### config.mk
export PLATFORM = sky130hd
export DESIGN_NAME = pcol_csr
export DESIGN_NICKNAME = d
export VERILOG_FILES = /design/src/hw/rtl/pcol_pkg.sv /design/src/hw/rtl/pcol_csr.sv
export SDC_FILE = /design/constraint.sdc
export NUM_CORES = 1
export LEC_CHECK = 0
export BUFFER_PORTS_ARGS = -buffer_cell sky130_fd_sc_hd__buf_2
export CAP_MARGIN = 30
export CORE_ASPECT_RATIO = 1.4
export CORE_MARGIN = 5
export CORE_UTILIZATION = 25
export CTS_CLUSTER_DIAMETER = 150
export DETAILED_ROUTE_END_ITERATION = 7
export REMOVE_ABC_BUFFERS = 1
export SLEW_MARGIN = 20
export SYNTH_ARGS = -nofsm -noshare
export SYNTH_HDL_FRONTEND = slang
export SYNTH_SLANG_ARGS = --single-unit
### constraint.sdc
create_clock -name clock -period 1.2 [get_ports clock]
set_input_delay 0.24 -clock clock [delete_from_list [all_inputs] [get_ports clock]]
set_output_delay 0.24 -clock clock [all_outputs]
set_load 0.005 [all_outputs]
### src/hw/rtl/pcol_pkg.sv
// shared constants, register codes and types of the procedural pattern color block
package pcol_pkg;

   localparam int COORD_BITS      = 32;
   localparam int FRAC_BITS       = 16;
   localparam int CHAN_BITS       = 8;
   localparam int COLOR_BITS      = 3 * CHAN_BITS;
   localparam int MUL_BITS        = 2 * COORD_BITS;
   localparam int RAD_BITS        = MUL_BITS - 2 * FRAC_BITS;
   localparam int ROOT_BITS       = RAD_BITS / 2;
   localparam int STEPS_PER_STAGE = 4;
   localparam int SQRT_STAGES     = ROOT_BITS / STEPS_PER_STAGE;
   localparam int FIX_BITS        = FRAC_BITS + 1;
   localparam int PROD_BITS       = CHAN_BITS + FRAC_BITS;
   localparam int DATA_BITS       = 32;
   localparam int ADDR_BITS       = 4;
   localparam int REQ_DATA_BITS   = 3 * COORD_BITS;
   localparam int RSP_DATA_BITS   = COLOR_BITS;

   localparam logic [COLOR_BITS-1:0] FIRST_COLOR_RESET  = '1;
   localparam logic [COLOR_BITS-1:0] SECOND_COLOR_RESET = '0;

   // register indexes, taken from paddr[3:2]
   localparam logic [1:0] REG_KIND   = 2'd0;
   localparam logic [1:0] REG_FIRST  = 2'd1;
   localparam logic [1:0] REG_SECOND = 2'd2;

   typedef enum logic [1:0] {
      KIND_STRIPES   = 2'd0,
      KIND_GRADIENT  = 2'd1,
      KIND_RINGS     = 2'd2,
      KIND_CHECKERS  = 2'd3
   } kind_type;

   typedef struct packed {
      kind_type                kind;
      logic [COLOR_BITS-1:0]   first_color;
      logic [COLOR_BITS-1:0]   second_color;
   } config_type;

   // per-request results that ride alongside the square root
   typedef struct packed {
      logic                    stripe;
      logic                    check;
      logic [COLOR_BITS-1:0]   grad;
   } side_type;

endpackage

### src/hw/rtl/pcol_csr.sv
// configuration registers behind the apb-style port
module pcol_csr (
   input  logic                              clock,
   input  logic                              reset,
   input  logic                              csr_psel,
   input  logic                              csr_penable,
   input  logic                              csr_pwrite,
   input  logic [pcol_pkg::ADDR_BITS-1:0]    csr_paddr,
   input  logic [pcol_pkg::DATA_BITS-1:0]    csr_pwdata,
   output logic [pcol_pkg::DATA_BITS-1:0]    csr_prdata,
   output logic                              csr_pready,
   output pcol_pkg::config_type              cfg
);
   import pcol_pkg::*;

   kind_type               kind_ff, kind_in;
   logic [COLOR_BITS-1:0]  first_ff, first_in;
   logic [COLOR_BITS-1:0]  second_ff, second_in;
   logic                   wr_en;
   logic [1:0]             reg_idx;

   assign reg_idx    = csr_paddr[ADDR_BITS-1:2];
   assign wr_en      = csr_psel && csr_penable && csr_pwrite && csr_pready;
   assign csr_pready = 1'b1;

   always_comb begin
      kind_in   = kind_ff;
      first_in  = first_ff;
      second_in = second_ff;
      if (wr_en) begin
         unique case (reg_idx)
            REG_KIND:   kind_in   = kind_type'(csr_pwdata[1:0]);
            REG_FIRST:  first_in  = csr_pwdata[COLOR_BITS-1:0];
            REG_SECOND: second_in = csr_pwdata[COLOR_BITS-1:0];
            default:    ;
         endcase
      end
   end

   always_ff @(posedge clock) begin
      if (reset) begin
         kind_ff   <= KIND_STRIPES;
         first_ff  <= FIRST_COLOR_RESET;
         second_ff <= SECOND_COLOR_RESET;
      end else begin
         kind_ff   <= kind_in;
         first_ff  <= first_in;
         second_ff <= second_in;
      end
   end

   always_comb begin
      unique case (reg_idx)
         REG_KIND:   csr_prdata = DATA_BITS'(kind_ff);
         REG_FIRST:  csr_prdata = DATA_BITS'(first_ff);
         REG_SECOND: csr_prdata = DATA_BITS'(second_ff);
         default:    csr_prdata = '0;
      endcase
   end

   assign cfg.kind         = kind_ff;
   assign cfg.first_color  = first_ff;
   assign cfg.second_color = second_ff;

endmodule

==> results by group, run 1 <==
GRT
  – Largest net degree at the start of global routing: 52
  – Vias in the first global route: 2145
  – GRT overflow: 0
  – Gr usage total: 0.1140
  – First-pass GRT wire length: 10.79 mm
  – Antenna violations before repair: 0

Placement
  – Buffers on Ports: 104
  – Placed cells: 494
  – GPL Wtd Cong: 0.7004
  – Post-DP HPWL: 5.072 mm
  – Place WS: -0.2113 ns

Critical path
  – Slowest CP cell: a22o_1
  – Required @ worst endpoint: 0.96 ns
  – Crit-path max cell delay: 0.19 ns
  – CP top delay family: buffers and inverters
  – Crit path max fanout: 6
  – CP arrival: 1.04 ns
  – R2r startpoint: second_ff[7]
  – CP Cell Sequence: buf_6 > nor2b_4 > buf_12 > buf_8 > a22o_1 > buf_2
  – Kind of critical path: input pin to output port
  – CP Buf/Inv Count: 4
  – CP Launch Type: input pin
  – Worst-case reg-to-reg path depth: 2
  – Internal reg-to-reg setup slack: 0.55 ns
  – Reg2reg end: second_ff[7]
  – CP endpoint kind: output port

Clock tree
  – Clock sink count: 50
  – CTS Buf Count: 5
  – Hold buffer count at CTS: 0
  – Deepest clock path buffer count: 2
  – H-tree depth: 2
  – Clock Tree Root: clkbuf_16
  – Skew-Pair Late Insertion Delay: 0.28 ns
  – CTS tree: done
  – Reg clk slew, reported paths: 0.07 ns

Floorplan
  – I/O pins: 124
  – Die height: 128.3 um
  – Starting Density: 0.2539
  – Core ar.: 0.009846 mm^2
  – DIE WIDTH: 94.52 um
  – DIE AREA: 0.01213 mm^2
  – Site row count: 43

Synthesis
  – Register area share after synthesis: 0.4004
  – Synthesis Warnings: 0
  – Mapped cell area: 0.002500 mm^2
  – Yosys cell types: 18
  – Synth Instances: 265
  – Mapped Avg Cell Area: 9.434 um^2
  – Yosys reg bits: 50

Run
  – Max Cap Viol: 0

Finish
  – Commonest non-fill, non-tap cell in the layout: buf_2
  – Finished Layout Cells: 505
  – Util after Layout: 0.3477
  – Synth-to-layout area growth: 36.94%
  – Most frequent cells in the layout: 102 x buf_2, 52 x mux2i_1, 50 x nand2b_1
  – Share of cells above drive strength 1: 0.3676
  – Nets: 410
  – Antenna diode count: 0

Timing
  – Slew Viols, Final: 0
  – F_max: 0.7791 GHz
  – Fin Clk Skew: 0 ns
  – Fin Hold WS: 0.2142 ns
  – Period minus WS final: 1.284 ns
  – RSZ-0062 raised after global routing: yes
  – # setup viols final: 24
  – Final hold vios: 0
  – Post-route setup slack: -0.08352 ns
  – Fin crit share: 1.070

Worst hold path
  – Sink of the worst hold path: second_ff[10]
  – WHS Path Cells: 3
  – Hold wc startpoint: csr_pwdata[10]
  – Hold WC Path Type: input pin to flip-flop

Routing
  – 1st-pass router iterations: 4
  – Wire per inst: 13.76 um
  – Vias per inst: 4.295
  – Post-DRT Antenna Nets: 0
  – # DRC: 0
  – Total wire length: 6.949 mm
  – 1st-iter DRT viols: 64
  – DR vias: 2169

Power and ir drop
  – Static Leak: 0.001445 uW
  – Total Power: 3604 uW
  – Pwr dens: 1053 mW/mm^2
  – Worst vdd ir: 0.4293 mV

Status
  – Failing checks: negative setup slack
  – Outcome: finished, violations left
[metrics by stage]
step                      area (um^2)  TNS, ns
after CTS                        3372   -1.409
after detailed placement         3178   -10.99
final                            3423   -1.518
after floorplan                  2307   -27.74
after global routing             3423   -2.371
after global placement           3178   -10.73
[routing by layer]
metal	global-route usage	routed length [um]
met1	0.1292	2753
met3	0.02231	363
met5	0	0
met2	0.2065	3712
met4	0.04588	120
[layout make-up]
class / instances / area (um^2)
Clock buffer: 7 / 142.6
Fill cell: 1040 / 6422
Multi-Input combinational cell: 191 / 1313
Timing Repair Buffer: 121 / 788.3
Clock inverter: 1 / 5.005
Sequential cell: 50 / 1006
Tap cell: 135 / 168.9
[flip-flops by register name, indices dropped and copies added, names as in the netlist]
register,flops
first_ff,24
second_ff,24
kind_ff,2
[how the worst max path moves through the flow]
stage / startpoint / endpoint / depth (start not counted) / slack (ns)
final: csr_paddr[3] / csr_prdata[6] / 6 / -0.08
after detailed placement: csr_paddr[3] / csr_prdata[6] / 5 / -0.21
after CTS: csr_paddr[3] / csr_prdata[6] / 5 / -0.1
after floorplan: csr_paddr[3] / first_ff[0] / 3 / -0.67
after global routing: csr_paddr[3] / csr_prdata[6] / 6 / -0.12
after global placement: csr_paddr[3] / csr_prdata[6] / 5 / -0.22
[tightest hold or removal path, stage by stage]
cell and delay (ns):
buf_2 0.10, nand2b_1 0.06, mux2i_1 0.06
[cell families (layout without fill, tap and decap cells)]
logic type             count (synthesis)  in the layout  synth area share
AND/OR/NAND/NOR                      106            106            0.2197
multiplexers                          52             52            0.2082
flip-flops                            50             50            0.4004
buffers and inverters                 31            129           0.08758
AO/OA/AOI/OAI                         24             24           0.08108
other                                  2              9          0.003004
[Yosys cell counts (all sizes together)]
library cell / instances / area, um^2
mux2i: 52 / 520.5
dfxtp: 50 / 1001
nand2b: 50 / 312.8
nor2: 49 / 183.9
a22o: 22 / 192.7
buf: 17 / 166.4
clkbuf: 14 / 52.55
and4: 2 / 20.02
conb: 2 / 7.510
nand2: 2 / 7.510
o21ai: 2 / 10.01
and2b: 1 / 10.01
nand4: 1 / 6.260
nor2b: 1 / 8.760
[what timing repair did]
action / in CTS / in global routing
gates cloned: 1 / 1
endpoints found under the setup margin: 24 / 24
endpoints found under the hold margin: 0 / 0
buffers inserted: 0 / 1
resized for setup: 12 / 4
pin swaps: 3 / 0
[power breakdown]
| group | internal, uW | switching (uW) | total (uW) |
|---|---|---|---|
| clock network | 828 | 610 | 1440 |
| logic | 253 | 214 | 468 |
| registers | 1680 | 16.9 | 1700 |
| total | 2760 | 841 | 3600 |
No activity file was read; power rests on OpenSTA's default activity.
==> inputs of run 2 (changes only) <==
--- a/config.mk
+++ b/config.mk
@@ -8,7 +8,7 @@
 export BUFFER_PORTS_ARGS = -buffer_cell sky130_fd_sc_hd__buf_2
 export CAP_MARGIN = 30
 export CORE_ASPECT_RATIO = 1.4
-export CORE_MARGIN = 5
+export CORE_MARGIN = 2
 export CORE_UTILIZATION = 25
 export CTS_CLUSTER_DIAMETER = 150
 export DETAILED_ROUTE_END_ITERATION = 7
==> run 2 against run 1 <==
The run still ends with negative setup slack left. Sequential share of layout area down 0.15 points. Worst setup slack worse by 0.015 ns. First-iteration DRC count down 4.7%. Clock skew is the same. Combinational power barely moved. Utilization is 0.089 points higher. Die area is 11% lower. Critical path depth fell by 1. Worst hold slack got worse by 0.00062 ns. Register-to-register slack improved by 0.02 ns.
==> results by group, run 2 (synthesis gave the netlist of run 1 again) <==
Critical path
  – Cell depth of the worst setup path: 5
  – CP arrival: 1.06 ns
  – CP Launch Type: input pin
  – Worst-case reg-to-reg path depth: 2
  – Reg2reg end: first_ff[12]
  – R2r startpoint: first_ff[12]
  – CP Cell Sequence: buf_6 > and2b_4 > buf_12 > a22o_1 > buf_2
  – CP endpoint kind: output port
  – Crit-path max cell delay: 0.28 ns
  – CP top delay family: buffers and inverters
  – Internal reg-to-reg setup slack: 0.57 ns
  – Slowest CP cell: and2b_4
  – Required @ worst endpoint: 0.96 ns
  – CP Buf/Inv Count: 3
  – Crit path max fanout: 11
  – Kind of critical path: input pin to output port

Power and ir drop
  – Switching Share: 0.2288
  – NetSw: 819.8 uW
  – Internal power: 2764 uW
  – Worst vdd ir: 0.4454 mV
  – Sequential share of power: 0.474
  – Comb pwr share: 0.131
  – Pwr dens: 1044 mW/mm^2
  – Static Leak: 0.001448 uW
  – Clock share of power: 0.395

Placement
  – GPL Wtd Cong: 0.6830
  – Post-DP HPWL: 4.529 mm
  – Place WS: -0.2021 ns
  – Placed Area: 0.003176 mm^2
  – Buffers on Ports: 104

Clock tree
  – Clock Tree Root: clkbuf_16
  – Clock sink count: 50
  – CTS Buf Count: 5
  – H-tree depth: 2
  – Deepest clock path buffer count: 2
  – Reg clk slew, reported paths: 0.07 ns
  – CTS tree: done
  – Skew-Pair Late Insertion Delay: 0.28 ns

Worst hold path
  – WHS Path Cells: 3
  – Hold wc startpoint: csr_pwdata[9]
  – Sink of the worst hold path: second_ff[9]
  – Hold WC Path Type: input pin to flip-flop

Timing
  – RSZ-0062 raised after global routing: yes
  – Fin crit share: 1.082
  – F_max: 0.7700 GHz
  – Setup TNS: -1.672 ns
  – Period minus WS final: 1.299 ns
  – Slew Viols, Final: 0
  – Final hold vios: 0
  – Fin Hold WS: 0.2136 ns
  – Post-route setup slack: -0.09870 ns
  – # setup viols final: 24
  – Fin Clk Skew: 0 ns

Floorplan
  – Starting Density: 0.2539
  – Die height: 122.3 um
  – DIE WIDTH: 88.52 um
  – Core ar.: 0.009846 mm^2
  – Site row count: 43
  – I/O pins: 124
  – DIE AREA: 0.01083 mm^2

Routing
  – 1st-iter DRT viols: 61
  – Post-DRT Antenna Nets: 0
  – Total wire length: 6.548 mm
  – Vias per inst: 4.311
  – 1st-pass router iterations: 4
  – # DRC: 0
  – Met1 WL: 2.793 mm
  – DR vias: 2177
  – Met3 WL: 350 um
  – Met2 Wirelength: 3.271 mm
  – Top sig layer: met4
  – Wire per inst: 12.97 um

Finish
  – Area of the multi-input gates: 0.001315 mm^2
  – Fillers: 1040
  – Share of cells above drive strength 1: 0.3649
  – Largest registers: first_ff: 24 flops, second_ff: 24 flops, kind_ff: 2 flops
  – Antenna diode count: 0
  – Most frequent cells in the layout: 102 x buf_2, 52 x mux2i_1, 50 x nand2b_1
  – Nets: 410
  – Design Area, Final: 0.003432 mm^2
  – Synth-to-layout area growth: 37.29%
  – Commonest non-fill, non-tap cell in the layout: buf_2
  – Register area: 0.001003 mm^2

GRT
  – Largest net degree at the start of global routing: 51
  – Vias in the first global route: 1955
  – GRT overflow: 0
  – Antenna violations before repair: 0
  – Gr usage total: 0.1164
  – First-pass GRT wire length: 9.708 mm

Status
  – Outcome: finished, violations left
  – Failing checks: negative setup slack

Run
  – Max Cap Viol: 0
[run 2: changes by cell type in the layout (fill, tap and decap cells not counted)]
cell and change:
buf_6 -1, dfxtp_2 -2, nand2_1 -1, buf_12 +1, dfxtp_1 +2, nand2_2 +1
[run 2: stage by stage]
stage                       util  cells  total power (uW)
after floorplan                -    241              1920
after global placement    0.3225    492              2158
after detailed placement  0.3225    492              2166
after CTS                 0.3445    503              3645
after global routing      0.3486    505              3763
final                     0.3486    505              3584
[run 2: how the worst max path moves through the flow]
stage            startpoint        endpoint  slack [ns]
2_1_floorplan  csr_paddr[3]     first_ff[0]       -0.67
3_3_place_gp   csr_paddr[3]     first_ff[9]       -0.16
3_5_place_dp   csr_paddr[3]    first_ff[16]       -0.20
4_1_cts        csr_paddr[3]  csr_prdata[23]       -0.11
5_1_grt        csr_paddr[3]  csr_prdata[23]       -0.13
6_report       csr_paddr[3]  csr_prdata[23]        -0.1
[run 2: power groups by stage]
| stage | Sequential, uW | Combinational, uW | Clock, uW |
|---|---|---|---|
| global placement | 1730 | 424 | 0 |
| finish | 1700 | 471 | 1410 |
| floorplan | 1740 | 185 | 0 |
| CTS | 1700 | 459 | 1490 |
| global route | 1700 | 521 | 1540 |
| detailed placement | 1740 | 430 | 0 |
[run 2: routing by layer]
layer  vias up  GRT usage
met5         -          0
met4         0    0.04640
met3         9    0.02623
met2        70     0.2002
met1      1028     0.1383
li1       1070          -
[run 2: tightest hold or removal path: stages]
cell,delay (ns)
buf_2,0.10
nand2b_1,0.06
mux2i_1,0.06
[run 2: layout make-up]
type	instances	area share
clock inverter	1	0.001458
clock buffer	7	0.04156
sequential	50	0.2924
timing repair buffer	121	0.2322
multi-input combinational	191	0.3832
tap	135	0.04922
[run 2: repair_timing]
| item | CTS | global route |
|---|---|---|
| setup endpoints to repair | 24 | 24 |
| setup buffers | 2 | 1 |
| gates resized for setup | 12 | 2 |
| hold buffers | 0 | 0 |
| pin swaps | 1 | 1 |
| cloned | 1 | 1 |
==> inputs of run 3 (changes only) <==
--- a/config.mk
+++ b/config.mk
@@ -5,6 +5,7 @@
 export SDC_FILE = /design/constraint.sdc
 export NUM_CORES = 1
 export LEC_CHECK = 0
+export ABC_AREA = 1
 export BUFFER_PORTS_ARGS = -buffer_cell sky130_fd_sc_hd__buf_2
 export CAP_MARGIN = 30
 export CORE_ASPECT_RATIO = 1.4
==> run 3 against run 2 <==
The run still ends with negative setup slack left. Wire length up 14%. Combinational power up 23%. Synthesized cell count up 40%. Largest power group unchanged.
==> results by group, run 3 <==
Synthesis
  – Number of synthesized flops with an enable pin: 0
  – Register area share after synthesis: 0.4226
  – Ys flop type: dfxtp_1
  – Largest cells by area after synthesis: dfxtp_1 42%, nand2_1 24%, nand3_1 11%, nor2_1 8.6%, buf_4 4.1%
  – Yosys cell types: 15
  – Post-synth top area cell: dfxtp_1
  – Mapped cell area: 0.002369 mm^2
  – Yosys reg bits: 50
  – Cell with the most instances after synthesis: nand2_1
  – Top cell type's share of synthesized area: 0.4226
  – Synthesis Warnings: 0
  – Fraction of registers with async set/reset: 0
  – Mapped Avg Cell Area: 6.367 um^2
  – Post-synth top cells: 149 x nand2_1, 54 x nor2_1, 52 x nand3_1
  – Synth Instances: 372

GRT
  – Gr usage total: 0.1325
  – First-pass GRT wire length: 10.91 mm
  – Antenna violations before repair: 0
  – GRT overflow: 0
  – Largest net degree at the start of global routing: 31
  – Vias in the first global route: 2260

Floorplan
  – I/O pins: 124
  – Die height: 119.2 um
  – DIE AREA: 0.01028 mm^2
  – Starting Density: 0.2532
  – Core ar.: 0.009354 mm^2
  – DIE WIDTH: 86.27 um
  – Site row count: 42

Status
  – Failing checks: negative setup slack
  – Outcome: finished, violations left

Placement
  – Post-DP HPWL: 5.062 mm
  – Placed Area: 0.003107 mm^2
  – GPL Wtd Cong: 0.7330
  – Buffers on Ports: 104

Critical path
  – CP Launch Type: input pin
  – CP arrival: 0.98 ns
  – Kind of critical path: input pin to output port
  – Crit path max fanout: 8
  – Required @ worst endpoint: 0.96 ns
  – CP endpoint kind: output port

Finish
  – Commonest non-fill, non-tap cell in the layout: nand2_1
  – Most frequent cells in the layout: 127 x nand2_1, 101 x buf_2, 53 x nor2_1
  – Share of cells above drive strength 1: 0.3616
  – Antenna diode count: 0
  – Synth-to-layout area growth: 50.61%
  – Largest registers: first_ff: 24 flops, second_ff: 24 flops, kind_ff: 2 flops
  – Design Area, Final: 0.003567 mm^2
  – Nets: 535

Timing
  – Fin Hold WS: 0.1745 ns
  – Slew Viols, Final: 0
  – RSZ-0062 raised after global routing: yes
  – # setup viols final: 13
  – F_max: 0.8174 GHz
  – Fin crit share: 1.019
  – Fin Clk Skew: 0 ns
  – Post-route setup slack: -0.02332 ns
  – Period minus WS final: 1.223 ns
  – Final hold vios: 0

Clock tree
  – H-tree depth: 2
  – Hold buffer count at CTS: 0
  – Skew-Pair Late Insertion Delay: 0.29 ns
  – Reg clk slew, reported paths: 0.07 ns
  – CTS tree: done
  – CTS Buf Count: 5
  – Clock Tree Root: clkbuf_16
  – Deepest clock path buffer count: 2
  – Clock sink count: 50

Routing
  – 1st-pass router iterations: 4
  – 1st-iter DRT viols: 89
  – # DRC: 0
  – DR vias: 2657
  – Vias per inst: 4.392
  – Total wire length: 7.468 mm
  – Wire per inst: 12.34 um
  – Post-DRT Antenna Nets: 0

Power and ir drop
  – Pwr dens: 1052 mW/mm^2
  – Static Leak: 0.001975 uW
  – Total Power: 3753 uW
  – Worst vdd ir: 0.4346 mV

Worst hold path
  – Hold WC Path Type: input pin to flip-flop

Run
  – Max Cap Viol: 0
## run 3: cell families after synthesis
family | after synthesis | synth area share
buffers and inverters | 58 | 0.1183
and+or+nand+nor | 262 | 0.4559
DFF | 50 | 0.4226
other | 2 | 0.003171
## run 3: repair_timing
action	CTS	global route
setup endpoints to repair	24	24
setup buffers	3	4
pin swaps	0	21
resized for setup	9	31
cloned	0	5
## run 3: path summary, 6_finish.rpt
kind | slack (ns) | end | cells after the start | start
max | -0.02 | csr_prdata[13] | 8 | csr_paddr[3]
min | 0.17 | first_ff[1] | 3 | csr_pwdata[1]
max reg2reg | 0.58 | second_ff[1] | 2 | second_ff[1]
min reg2reg | 0.48 | first_ff[20] | 2 | first_ff[20]
## run 3: critical path, cell delays in order
cell and delay, ns:
buf_8 0.09, inv_6 0.03, nor2_4 0.11, buf_12 0.15, clkbuf_16 0.16, nand2_2 0.04
nand2_1 0.05, buf_2 0.10
## run 3: through the flow
step	instances	utilization	setup WS, ns	setup TNS [ns]
after detailed placement	585	0.3321	-0.05225	-0.5167
after global placement	585	0.3321	-0.03693	-0.2806
after floorplan	350	-	-0.4424	-20.60
after global routing	605	0.3814	-0.06248	-1.161
after CTS	596	0.3533	0.0002766	0
final	605	0.3814	-0.02332	-0.1321
## run 3: routing by layer
| layer | vias to the layer above | share of wire | global-route usage |
|---|---|---|---|
| li1 | 1356 | - | - |
| met1 | 1188 | 0.41 | 0.1625 |
| met2 | 101 | 0.52 | 0.2282 |
| met3 | 12 | 0.054 | 0.02911 |
| met4 | 0 | 0.013 | 0.04102 |
| met5 | - | 0 | 0 |
## run 3: where the power goes
group          total (uW)  internal (uW)  leakage (uW)  switching (uW)
clock                1440            828     0.0000739             616
sequential           1730           1700      0.000406            31.0
combinational         581            283       0.00150             298
## run 3: layout make-up
type	count	area (um^2)
clock buffers	7	142.6
clock inverters	1	5.005
fillers	1024	5787
inverters	29	118.9
multi-input cells	271	1201
flip-flops and latches	50	1001
well taps	110	137.6
repair buffers	137	960.9
