### src/hw/rtl/pcol_pkg.sv
// shared constants, register codes and types of the procedural pattern color block
package pcol_pkg;

   localparam int COORD_BITS      = 32;
   localparam int FRAC_BITS       = 16;
   localparam int CHAN_BITS       = 8;
   localparam int COLOR_BITS      = 3 * CHAN_BITS;
   localparam int MUL_BITS        = 2 * COORD_BITS;
   localparam int RAD_BITS        = MUL_BITS - 2 * FRAC_BITS;
   localparam int ROOT_BITS       = RAD_BITS / 2;
   localparam int STEPS_PER_STAGE = 4;
   localparam int SQRT_STAGES     = ROOT_BITS / STEPS_PER_STAGE;
   localparam int FIX_BITS        = FRAC_BITS + 1;
   localparam int PROD_BITS       = CHAN_BITS + FRAC_BITS;
   localparam int DATA_BITS       = 32;
   localparam int ADDR_BITS       = 4;
   localparam int REQ_DATA_BITS   = 3 * COORD_BITS;
   localparam int RSP_DATA_BITS   = COLOR_BITS;

   localparam logic [COLOR_BITS-1:0] FIRST_COLOR_RESET  = '1;
   localparam logic [COLOR_BITS-1:0] SECOND_COLOR_RESET = '0;

   // register indexes, taken from paddr[3:2]
   localparam logic [1:0] REG_KIND   = 2'd0;
   localparam logic [1:0] REG_FIRST  = 2'd1;
   localparam logic [1:0] REG_SECOND = 2'd2;

   typedef enum logic [1:0] {
      KIND_STRIPES   = 2'd0,
      KIND_GRADIENT  = 2'd1,
      KIND_RINGS     = 2'd2,
      KIND_CHECKERS  = 2'd3
   } kind_type;

   typedef struct packed {
      kind_type                kind;
      logic [COLOR_BITS-1:0]   first_color;
      logic [COLOR_BITS-1:0]   second_color;
   } config_type;

   // per-request results that ride alongside the square root
   typedef struct packed {
      logic                    stripe;
      logic                    check;
      logic [COLOR_BITS-1:0]   grad;
   } side_type;

endpackage

### src/hw/rtl/pcol_sqrt_stage.sv
// one pipeline stage of the digit-by-digit integer square root
module pcol_sqrt_stage #(
   parameter int STAGE = 0
) (
   input  logic                              clock,
   input  logic                              reset,
   input  logic                              in_valid,
   output logic                              in_ready,
   input  logic [pcol_pkg::RAD_BITS-1:0]     in_rem,
   input  logic [pcol_pkg::ROOT_BITS-1:0]    in_root,
   input  pcol_pkg::side_type                in_side,
   output logic                              out_valid,
   input  logic                              out_ready,
   output logic [pcol_pkg::RAD_BITS-1:0]     out_rem,
   output logic [pcol_pkg::ROOT_BITS-1:0]    out_root,
   output pcol_pkg::side_type                out_side
);
   import pcol_pkg::*;

   logic                   valid_ff, valid_in;
   logic [RAD_BITS-1:0]    rem_ff, rem_in;
   logic [ROOT_BITS-1:0]   root_ff, root_in;
   side_type               side_ff;
   logic [RAD_BITS:0]      trial;

   // rem holds v - root^2; setting root bit p adds root*2^(p+1) + 2^(2p)
   always_comb begin
      rem_in  = in_rem;
      root_in = in_root;
      trial   = '0;
      for (int j = 0; j < STEPS_PER_STAGE; j++) begin
         trial = ((RAD_BITS + 1)'(root_in) << (ROOT_BITS - STAGE * STEPS_PER_STAGE - j))
               + ((RAD_BITS + 1)'(1)
                  << (2 * (ROOT_BITS - 1 - STAGE * STEPS_PER_STAGE - j)));
         if ({1'b0, rem_in} >= trial) begin
            rem_in  = rem_in - trial[RAD_BITS-1:0];
            root_in = root_in
                    | (ROOT_BITS'(1) << (ROOT_BITS - 1 - STAGE * STEPS_PER_STAGE - j));
         end
      end
   end

   assign in_ready = !valid_ff || out_ready;
   assign valid_in = in_ready ? in_valid : valid_ff;

   always_ff @(posedge clock) begin
      if (reset) begin
         valid_ff <= 1'b0;
      end else begin
         valid_ff <= valid_in;
      end
   end

   always_ff @(posedge clock) begin
      if (in_ready && in_valid) begin
         rem_ff  <= rem_in;
         root_ff <= root_in;
         side_ff <= in_side;
      end
   end

   assign out_valid = valid_ff;
   assign out_rem   = rem_ff;
   assign out_root  = root_ff;
   assign out_side  = side_ff;

endmodule

### config.mk
export PLATFORM = sky130hd
export DESIGN_NAME = pcol_sqrt_stage
export DESIGN_NICKNAME = d
export VERILOG_FILES = /design/src/hw/rtl/pcol_pkg.sv /design/src/hw/rtl/pcol_sqrt_stage.sv
export SDC_FILE = /design/constraint.sdc
export NUM_CORES = 1
export LEC_CHECK = 0
export ABC_CLOCK_PERIOD_IN_PS = 9400
export BUFFER_PORTS_ARGS = -buffer_cell sky130_fd_sc_hd__buf_2
export CAP_MARGIN = 40
export CORE_MARGIN = 2
export CORE_UTILIZATION = 40
export CTS_BUF_LIST = sky130_fd_sc_hd__clkbuf_8 sky130_fd_sc_hd__clkbuf_16
export DETAILED_ROUTE_END_ITERATION = 16
export PLACE_DENSITY = 0.66
export SLEW_MARGIN = 0
export SYNTH_ARGS = -nofsm -noshare
export SYNTH_HDL_FRONTEND = slang
export SYNTH_SLANG_ARGS = --single-unit
### constraint.sdc
create_clock -name clock -period 9.4 [get_ports clock]
set_clock_uncertainty 0.05 [all_clocks]
set_input_delay 0.47 -clock clock [delete_from_list [all_inputs] [get_ports clock]]
set_output_delay 0.47 -clock clock [all_outputs]
set_load 0.03 [all_outputs]
==> impl_metrics.json, run 1 <==
{
  "power.sequential.fraction": 0.165,
  "gp_congestion": 0.922,
  "final_util": 0.531,
  "route.vias.total": 5662,
  "synth_top_cells_by_area": "edfxtp_1 34%, ha_1 14%, mux2_2 5.7%, a21oi_1 4.9%, xnor2_1 4.9%",
  "synth_enable_flop_cells": 74,
  "antenna_found_initial": 0,
  "die-area_um2": 17200,
  "routed_wl_um": 17100,
  "nFillCells": 1432,
  "gr-usage-all-layers": 0.197,
  "critical_path_arrival_ps": 8880,
  "hpwlAfterDp_um": 14200,
  "drt_first_iter_violations": 244,
  "synth_top_family_by_area": "compound AO/OA/AOI/OAI gates",
  "p_sw_mw": 1.27,
  "finish.net_count": 1022,
  "initial_core_util": 0.409,
  "max_slew_margin": 0.729,
  "clockPowerShare": 0.116,
  "slew_viol_final": 0,
  "htreeDepth": 3,
  "drcViolationCount": 0,
  "r2r_cells": 3,
  "r2r_slack_ps": 7940,
  "reg2reg_to": "out_rem[16]$_DFFE_PP_",
  "wire_per_inst_um": 15.7,
  "required_ps": 9430,
  "worstReg2RegStart": "out_valid$_SDFFE_PP0N_",
  "max_stage_delay_ps": 450,
  "comb_power_share": 0.719,
  "postSynthNetCount": 793,
  "first_pass_iters": 4,
  "grt_max_degree": 62,
  "pre_cts_ws_ps": 71.1,
  "layout_setup_ws_ps": 544,
  "inserted_clock_buffers": 9,
  "run_status": "finished clean",
  "crit_path_max_fanout": 29,
  "core_footprint_um2": 15800,
  "setup.worst_path.class": "in -> reg",
  "post_synth_mux_area_share": 0.0921,
  "placement.cell_area_um2": 8030,
  "top_cell_type_by_total_area_after_synthesis": "edfxtp_1",
  "via_count_of_the_first_global_routing_pass": 5354,
  "final.period_utilization": 0.942,
  "fp.dieH_um": 131,
  "clkSlewWorstSetupHoldPaths_ps": 60,
  "worst_slew_pin_slew_ps": 395,
  "yosys_warnings": 0,
  "power_density_nw_per_um2": 379,
  "syn-instance-count": 639,
  "synth.distinct_cells": 60,
  "synthesis.area_um2": 6470,
  "setup.worst_path.end": "out_rem[16]$_DFFE_PP_",
  "worst_setup_path_startpoint": "in_root[4]",
  "place.port_buffers": 153,
  "setup.worst_path.start_class": "input port",
  "cts_tree": "built",
  "synth_xor_area_frac": 0.0813,
  "synth.top_cells.by_count": "74 x edfxtp_1, 72 x ha_1, 63 x a21oi_1, 37 x inv_1, 37 x o21ai_0",
  "later_pin_clock_latency_in_the_skew_report_ps": 330,
  "hold_ws_ps": 261,
  "boundaryPins": 154,
  "power_report.internal_total_mw": 1.92,
  "report.power.total_mw": 3.19,
  "holdCritPathClass": "in -> reg",
  "synth_seq_cells": 75,
  "design_area_um2": 8410,
  "antenna_cells_inserted": 0,
  "synth-seq-area-share": 0.347,
  "final-setup-viol-count": 0,
  "post_route_cells_drive_above_1_share": 0.349,
  "drt.antenna.violating_nets": 0,
  "syn_area_per_cell_um2": 10.1,
  "synth_fa_ha_area_frac": 0.152,
  "grt_overflow": 0,
  "numPlacedInstances": 1069,
  "timing_limited_maximum_frequency_ghz": 0.113,
  "timing.final.hold_violations": 0,
  "postSynth.asyncResetShare": 0,
  "critical_path.endpoint_type": "flip-flop",
  "number_of_rows_in_the_core_area": 46,
  "irDropWorstVdd_uv": 205,
  "totalNegativeSetupSlack_ps": 0,
  "cts_root_buffer": "clkbuf_16",
  "numClockSinks": 75,
  "timing.critical_path.slowest_stage_cell": "fa_1",
  "most_used_flip_flop_cell_after_synthesis": "edfxtp_1",
  "dominant_cell_by_count_in_the_synthesized_netlist": "edfxtp_1",
  "power.leakage_nw": 3.87,
  "synthDominantCellAreaShare": 0.344,
  "final-instance-count-excl-fill": 1089,
  "switching_portion_of_total_power": 0.399,
  "drv_cap": 0,
  "layout-area-overhead-vs-synth_pct": 30.0,
  "layout_min_cycle_time_ps": 8860,
  "clockBufferDepth": 2,
  "routed_via_density": 5.20,
  "basic_gate_share_of_the_synthesized_area_counting_and_or_nand_and_nor_cells": 0.115,
  "grt_first_pass_wirelength_um": 27300,
  "synth_compound_area_frac": 0.180,
  "die_width_um": 131
}
power groups by stage:
stage,sequential [mW],clock [mW],combinational [mW]
after floorplan,0.659,0,1.56
after global placement,0.534,0,2.24
after detailed placement,0.533,0,2.26
after CTS,0.526,0.378,2.27
after global routing,0.531,0.391,2.52
final,0.525,0.370,2.29
layer usage:
metal | GRT usage | share of wire | wire length, um
met4 | 0.0380 | 0.0087 | 148
met2 | 0.324 | 0.45 | 7650
met3 | 0.0316 | 0.055 | 938
met5 | 0 | 0 | 0
met1 | 0.275 | 0.49 | 8330
critical path: cells and delay by family:
kind	cells	cell delay [ps]
mux	3	1040
compound gates	20	3860
fa+ha+maj	4	1290
simple gates	7	1380
buf+inv	5	820
kinds of logic after synthesis:
family	Yosys count
buf+inv	49
compound gates	183
simple gates	145
mux	51
xor+xnor	60
fa+ha+maj	76
flops	75
area by class of cell:
cell class | instances | area [um^2] | share of cell area
Timing Repair Buffer | 229 | 1390 | 0.165
Clock buffer | 9 | 225 | 0.0268
Multi-Input combinational cell | 516 | 4050 | 0.481
Sequential cell | 75 | 2240 | 0.267
Tap cell | 216 | 270 | 0.0322
Inverter | 37 | 139 | 0.0165
Clock inverter | 7 | 98.8 | 0.0118
worst min path at each step:
stage / from / endpoint / slack (ps) / cells after the start
3_5_place_dp: out_valid$_SDFFE_PP0N_ / out_valid$_SDFFE_PP0N_ / 500 / 2
3_3_place_gp: out_valid$_SDFFE_PP0N_ / out_valid$_SDFFE_PP0N_ / 470 / 2
6_report: reset / out_valid$_SDFFE_PP0N_ / 260 / 2
5_1_grt: in_side[17] / out_side[17]$_DFFE_PP_ / 250 / 1
2_1_floorplan: reset / out_valid$_SDFFE_PP0N_ / 490 / 1
4_1_cts: in_side[13] / out_side[13]$_DFFE_PP_ / 250 / 1
sequential cells by signal, summed over array words and instances (netlist names):
register	flops
out_rem	32
out_side	26
out_valid	1
out_root	16
cell usage in the layout (no fill, tap or decap), types with 7 or more instances in the layout:
cell       count
buf_2        153
edfxtp_1      74
ha_1          72
buf_4         72
a21oi_1       61
inv_1         37
xnor2_1       36
o21ai_0       34
nand2_1       33
mux2_2        33
nor2_1        27
a21o_1        25
xor2_1        24
nand2b_1      15
o21a_1        11
nand3_1       11
nor3_1        10
mux2i_1        9
clkbuf_16      9
nand4_1        8
and3_1         8
mux2_4         8
o21bai_1       7
what timing repair did:
item,4_1_cts,5_1_grt
gates resized for setup,0,9
hold buffers,0,0
buffers inserted,0,3
setup endpoints to repair,0,19
hold endpoints to repair,0,0
No activity file was read; power rests on OpenSTA's default activity.
==> inputs of run 2 (changes only) <==
--- a/config.mk
+++ b/config.mk
@@ -8,11 +8,11 @@
 export ABC_CLOCK_PERIOD_IN_PS = 9400
 export BUFFER_PORTS_ARGS = -buffer_cell sky130_fd_sc_hd__buf_2
 export CAP_MARGIN = 40
-export CORE_MARGIN = 2
-export CORE_UTILIZATION = 40
+export CORE_MARGIN = 3
+export CORE_UTILIZATION = 45
 export CTS_BUF_LIST = sky130_fd_sc_hd__clkbuf_8 sky130_fd_sc_hd__clkbuf_16
 export DETAILED_ROUTE_END_ITERATION = 16
-export PLACE_DENSITY = 0.66
+export PLACE_DENSITY = 0.73
 export SLEW_MARGIN = 0
 export SYNTH_ARGS = -nofsm -noshare
 export SYNTH_HDL_FRONTEND = slang
==> run 2 against run 1 <==
Effect of this change:
- clock-buffer cell count unchanged
- non-clock buffer count is 15 higher
- sequential share of layout area down 0.079 points
- critical path type unchanged
- largest power group unchanged
- highest routed layer unchanged
==> impl_metrics.json, run 2 (synthesized netlist as in run 1, its figures left out) <==
{
  "drv_cap": 0,
  "wire_per_inst_um": 16.6,
  "fp.dieH_um": 126,
  "grt_max_degree": 39,
  "setup.worst_path.class": "in -> reg",
  "drcViolationCount": 0,
  "antenna_cells_inserted": 0,
  "worst_slew_pin_slew_ps": 475,
  "grt_overflow": 0,
  "holdCritPathClass": "in -> reg",
  "clockBufferDepth": 2,
  "drt_first_iter_violations": 319,
  "power.leakage_nw": 3.93,
  "die-area_um2": 15800,
  "final.period_utilization": 0.959,
  "hold_ws_ps": 241,
  "place.port_buffers": 153,
  "boundaryPins": 154,
  "mostFrequentLayoutCells": "153 x buf_2, 87 x buf_4, 74 x edfxtp_1",
  "design_area_um2": 8430,
  "run_status": "finished clean",
  "final-setup-viol-count": 0,
  "final_util": 0.603,
  "required_ps": 9430,
  "totalNegativeSetupSlack_ps": 0,
  "report.power.total_mw": 3.16,
  "numPlacedInstances": 1047,
  "setup.worst_path.start_class": "input port",
  "cts_root_buffer": "clkbuf_16",
  "hpwlAfterDp_um": 15000,
  "grt_first_pass_wirelength_um": 28300,
  "routed_wl_um": 17700,
  "final-instance-count-excl-fill": 1068,
  "critical_path.endpoint_type": "flip-flop",
  "initial_core_util": 0.462,
  "route.vias.total": 5842,
  "layout_setup_ws_ps": 382,
  "post_route_cells_drive_above_1_share": 0.365,
  "gr-usage-all-layers": 0.219,
  "placement.cell_area_um2": 8080,
  "die_width_um": 126,
  "final_common_cell": "buf_2",
  "first_pass_iters": 5,
  "clkSlewWorstSetupHoldPaths_ps": 50,
  "routed_via_density": 5.47,
  "later_pin_clock_latency_in_the_skew_report_ps": 320,
  "timing.final.hold_violations": 0,
  "layout-area-overhead-vs-synth_pct": 30.4,
  "antenna_found_initial": 0,
  "inserted_clock_buffers": 9,
  "pre_cts_ws_ps": -73.0,
  "irDropWorstVdd_uv": 154,
  "via_count_of_the_first_global_routing_pass": 5619,
  "gp_congestion": 0.993,
  "numClockSinks": 75,
  "timing.critical_path.slowest_stage_cell": "fa_1",
  "drt.antenna.violating_nets": 0,
  "crit_path_max_fanout": 17,
  "max_slew_margin": 0.679,
  "largest_register_ffs": 32,
  "power_density_nw_per_um2": 375,
  "layout_min_cycle_time_ps": 9020,
  "number_of_rows_in_the_core_area": 43,
  "htreeDepth": 3,
  "slew_viol_final": 0,
  "critical_path_arrival_ps": 9040,
  "cts_tree": "built",
  "core_footprint_um2": 14000,
  "timing_limited_maximum_frequency_ghz": 0.111,
  "max_stage_delay_ps": 450,
  "finish.net_count": 1037
}
==> run 2: changes by cell type in the layout (fill, tap and decap cells not counted), moves of 2 or more <==
cell and change:
a21oi_1 -2, a21oi_2 +2, buf_4 +15, bufinv_16 -2, clkinv_2 +2, inv_6 -2
==> run 2: path summary, 6_finish.rpt <==
| path | cells after the start | slack [ps] | from | to |
|---|---|---|---|---|
| max | 41 | 380 | in_rem[2] | out_rem[14]$_DFFE_PP_ |
| max reg2reg | 3 | 7870 | out_valid$_SDFFE_PP0N_ | out_rem[14]$_DFFE_PP_ |
| min | 2 | 240 | reset | out_valid$_SDFFE_PP0N_ |
| min reg2reg | 2 | 460 | out_valid$_SDFFE_PP0N_ | out_valid$_SDFFE_PP0N_ |
==> run 2: timing repair <==
action                     CTS  global route
setup buffers                0             4
hold buffers                 0             0
resized for setup            0            14
setup endpoints to repair    0            20
==> run 2: layout make-up <==
type	instances	area (um^2)
timing repair buffer	244	1490
fill	1210	5560
multi-input combinational	516	4070
clock buffer	9	225
sequential	75	2240
tap	180	225
inverter	37	139
clock inverter	7	38.8
==> run 2: layer usage <==
layer  up-vias  track usage  share of wire  wire, um
met5         -            0              0         0
met2       225        0.373           0.46      8180
met4         0       0.0505          0.015       265
met1      2715        0.295           0.46      8060
met3        20       0.0352          0.068      1200
li1       2882            -              -         -
==> run 2: report_power, final <==
part	internal [mW]	switching, mW
registers	0.511	0.0153
clock network	0.175	0.122
logic	1.19	1.15
total	1.88	1.29
==> run 2: worst max-delay path, delay by kind of cell <==
| family | cells | cell delay, ps |
|---|---|---|
| AOI/OAI and AO/OA | 20 | 3850 |
| and+or+nand+nor | 9 | 2010 |
| adders and majority gates | 3 | 1050 |
| buffers and inverters | 7 | 1010 |
| muxes | 2 | 640 |
==> inputs of run 3 (changes only) <==
--- a/config.mk
+++ b/config.mk
@@ -9,10 +9,11 @@
 export BUFFER_PORTS_ARGS = -buffer_cell sky130_fd_sc_hd__buf_2
 export CAP_MARGIN = 40
 export CORE_MARGIN = 3
-export CORE_UTILIZATION = 45
+export CORE_UTILIZATION = 50
 export CTS_BUF_LIST = sky130_fd_sc_hd__clkbuf_8 sky130_fd_sc_hd__clkbuf_16
 export DETAILED_ROUTE_END_ITERATION = 16
-export PLACE_DENSITY = 0.73
+export HOLD_SLACK_MARGIN = 0.03
+export PLACE_DENSITY = 0.79
 export SLEW_MARGIN = 0
 export SYNTH_ARGS = -nofsm -noshare
 export SYNTH_HDL_FRONTEND = slang
==> run 3 against run 2 <==
Effect of this change:
- worst hold slack gained 1.3 ps
- via count grew 4.3%
- clock power grew 11%
- first-iteration DRC count grew 7.2%
- die area shrank 9.5%
- largest cell class unchanged
- largest power group unchanged
- highest routed layer unchanged
==> impl_metrics.json, run 3 (synthesized netlist as in run 1, its figures left out) <==
{
  "run_status": "finished clean",
  "drv_cap": 0,
  "largest_register_ffs": 32,
  "cts_root_buffer": "clkbuf_16",
  "worst_setup_path_startpoint": "in_root[4]",
  "grt_first_pass_wirelength_um": 31100,
  "numClockSinks": 75,
  "timing.final.hold_violations": 0,
  "rsz0062_at_grt": "false",
  "fp.dieH_um": 120,
  "layout-area-overhead-vs-synth_pct": 34.4,
  "antenna_cells_inserted": 0,
  "later_pin_clock_latency_in_the_skew_report_ps": 330,
  "final_util": 0.706,
  "final-instance-count-excl-fill": 1083,
  "max_slew_margin": 0.661,
  "drcViolationCount": 0,
  "wire_per_inst_um": 18.5,
  "grt_max_degree": 44,
  "number_of_rows_in_the_core_area": 40,
  "critical_path.endpoint_type": "flip-flop",
  "worstReg2RegStart": "out_valid$_SDFFE_PP0N_",
  "setup.worst_path.end": "out_rem[17]$_DFFE_PP_",
  "core_footprint_um2": 12300,
  "final.period_utilization": 0.951,
  "critical_path_arrival_ps": 8970,
  "clockBufferDepth": 2,
  "power.leakage_nw": 4.07,
  "irDropWorstVdd_uv": 185,
  "timing_limited_maximum_frequency_ghz": 0.112,
  "die-area_um2": 14300,
  "mostFrequentLayoutCells": "153 x buf_2, 114 x buf_4, 74 x edfxtp_1",
  "post_route_cells_drive_above_1_share": 0.387,
  "final-setup-viol-count": 0,
  "crit_path_max_fanout": 17,
  "r2r_cells": 3,
  "place.port_buffers": 153,
  "initial_core_util": 0.525,
  "layout_setup_ws_ps": 462,
  "worst_slew_pin_slew_ps": 502,
  "htreeDepth": 3,
  "routed_wl_um": 20000,
  "cell_with_the_most_instances_on_the_worst_path": "ha_1",
  "cts_tree": "built",
  "inserted_clock_buffers": 9,
  "hpwlAfterDp_um": 16200,
  "timing.critical_path.slowest_stage_cell": "a221o_1",
  "r2r_slack_ps": 7850,
  "hold_ws_ps": 242,
  "power_density_nw_per_um2": 392,
  "layout_min_cycle_time_ps": 8940,
  "pre_cts_ws_ps": -364,
  "drt_first_iter_violations": 342,
  "boundaryPins": 154,
  "numPlacedInstances": 1063,
  "gr-usage-all-layers": 0.273,
  "holdCritPathClass": "in -> reg",
  "setup.worst_path.class": "in -> reg",
  "drt.antenna.violating_nets": 0,
  "route.vias.total": 6096,
  "antenna_found_initial": 0,
  "reg2reg_to": "out_side[22]$_DFFE_PP_",
  "clkSlewWorstSetupHoldPaths_ps": 50,
  "setup.worst_path.start_class": "input port",
  "slew_viol_final": 0,
  "final_common_cell": "buf_2",
  "report.power.total_mw": 3.41,
  "via_count_of_the_first_global_routing_pass": 6183,
  "gp_congestion": 0.962,
  "first_pass_iters": 6,
  "routed_via_density": 5.63,
  "max_stage_delay_ps": 400,
  "grt_overflow": 0,
  "die_width_um": 120,
  "finish.net_count": 1064,
  "required_ps": 9430
}
==> run 3: changes by cell type in the layout (fill, tap and decap cells not counted), sizes merged <==
cell | before | now
inv | 39 | 38
bufinv | 0 | 1
o21ai | 38 | 39
buf | 244 | 270
==> run 3: critical path: cells and delay by family <==
family                   cells  cell delay (ps)
adder cells (fa/ha/maj)      4             1290
AND/OR/NAND/NOR              9             1550
multiplexers                 4             1240
buffers and inverters        5              760
XOR/XNOR                     1              180
AO/OA/AOI/OAI               17             3470
==> run 3: worst min path at each step <==
stage	end	slack, ps	cells past startpoint	startpoint
after floorplan	out_valid$_SDFFE_PP0N_	490	1	reset
after global placement	out_valid$_SDFFE_PP0N_	440	2	out_valid$_SDFFE_PP0N_
after detailed placement	out_valid$_SDFFE_PP0N_	510	2	out_valid$_SDFFE_PP0N_
after CTS	out_valid$_SDFFE_PP0N_	240	2	reset
after global routing	out_valid$_SDFFE_PP0N_	240	2	reset
final	out_valid$_SDFFE_PP0N_	240	2	reset
==> run 3: repair_timing <==
action,in CTS,in global routing
hold buffers,0,0
pin swaps,0,5
buffers inserted,0,2
gates cloned,0,2
endpoints found under the setup margin,15,20
resized for setup,2,18
==> run 3: area by class of cell <==
class	instances	area [um^2]
clock inverter	7	67.6
sequential	75	2240
clock buffer	9	225
multi-input combinational	517	4130
timing repair buffer	270	1680
inverter	37	139
fill	902	3620
tap	168	210
==> run 3: power by group <==
group	total (mW)	leakage [nW]	internal (mW)	switching (mW)
clock network	0.331	0.141	0.204	0.127
logic	2.54	3.21	1.27	1.27
registers	0.532	0.721	0.512	0.0206
total	3.41	4.07	1.98	1.42
==> run 3: metrics by stage <==
step,area [um^2],setup TNS (ps)
after floorplan,6480,0
after global placement,8260,-373
after detailed placement,8280,-5710
after CTS,8580,0
after global routing,8690,0
final,8690,0
==> run 3: layer usage <==
layer / vias to the layer above / track usage / routed length (um)
li1: 2937 / - / -
met1: 2889 / 0.318 / 8120
met2: 242 / 0.512 / 10300
met3: 28 / 0.0570 / 1290
met4: 0 / 0.0616 / 334
met5: - / 0 / 0
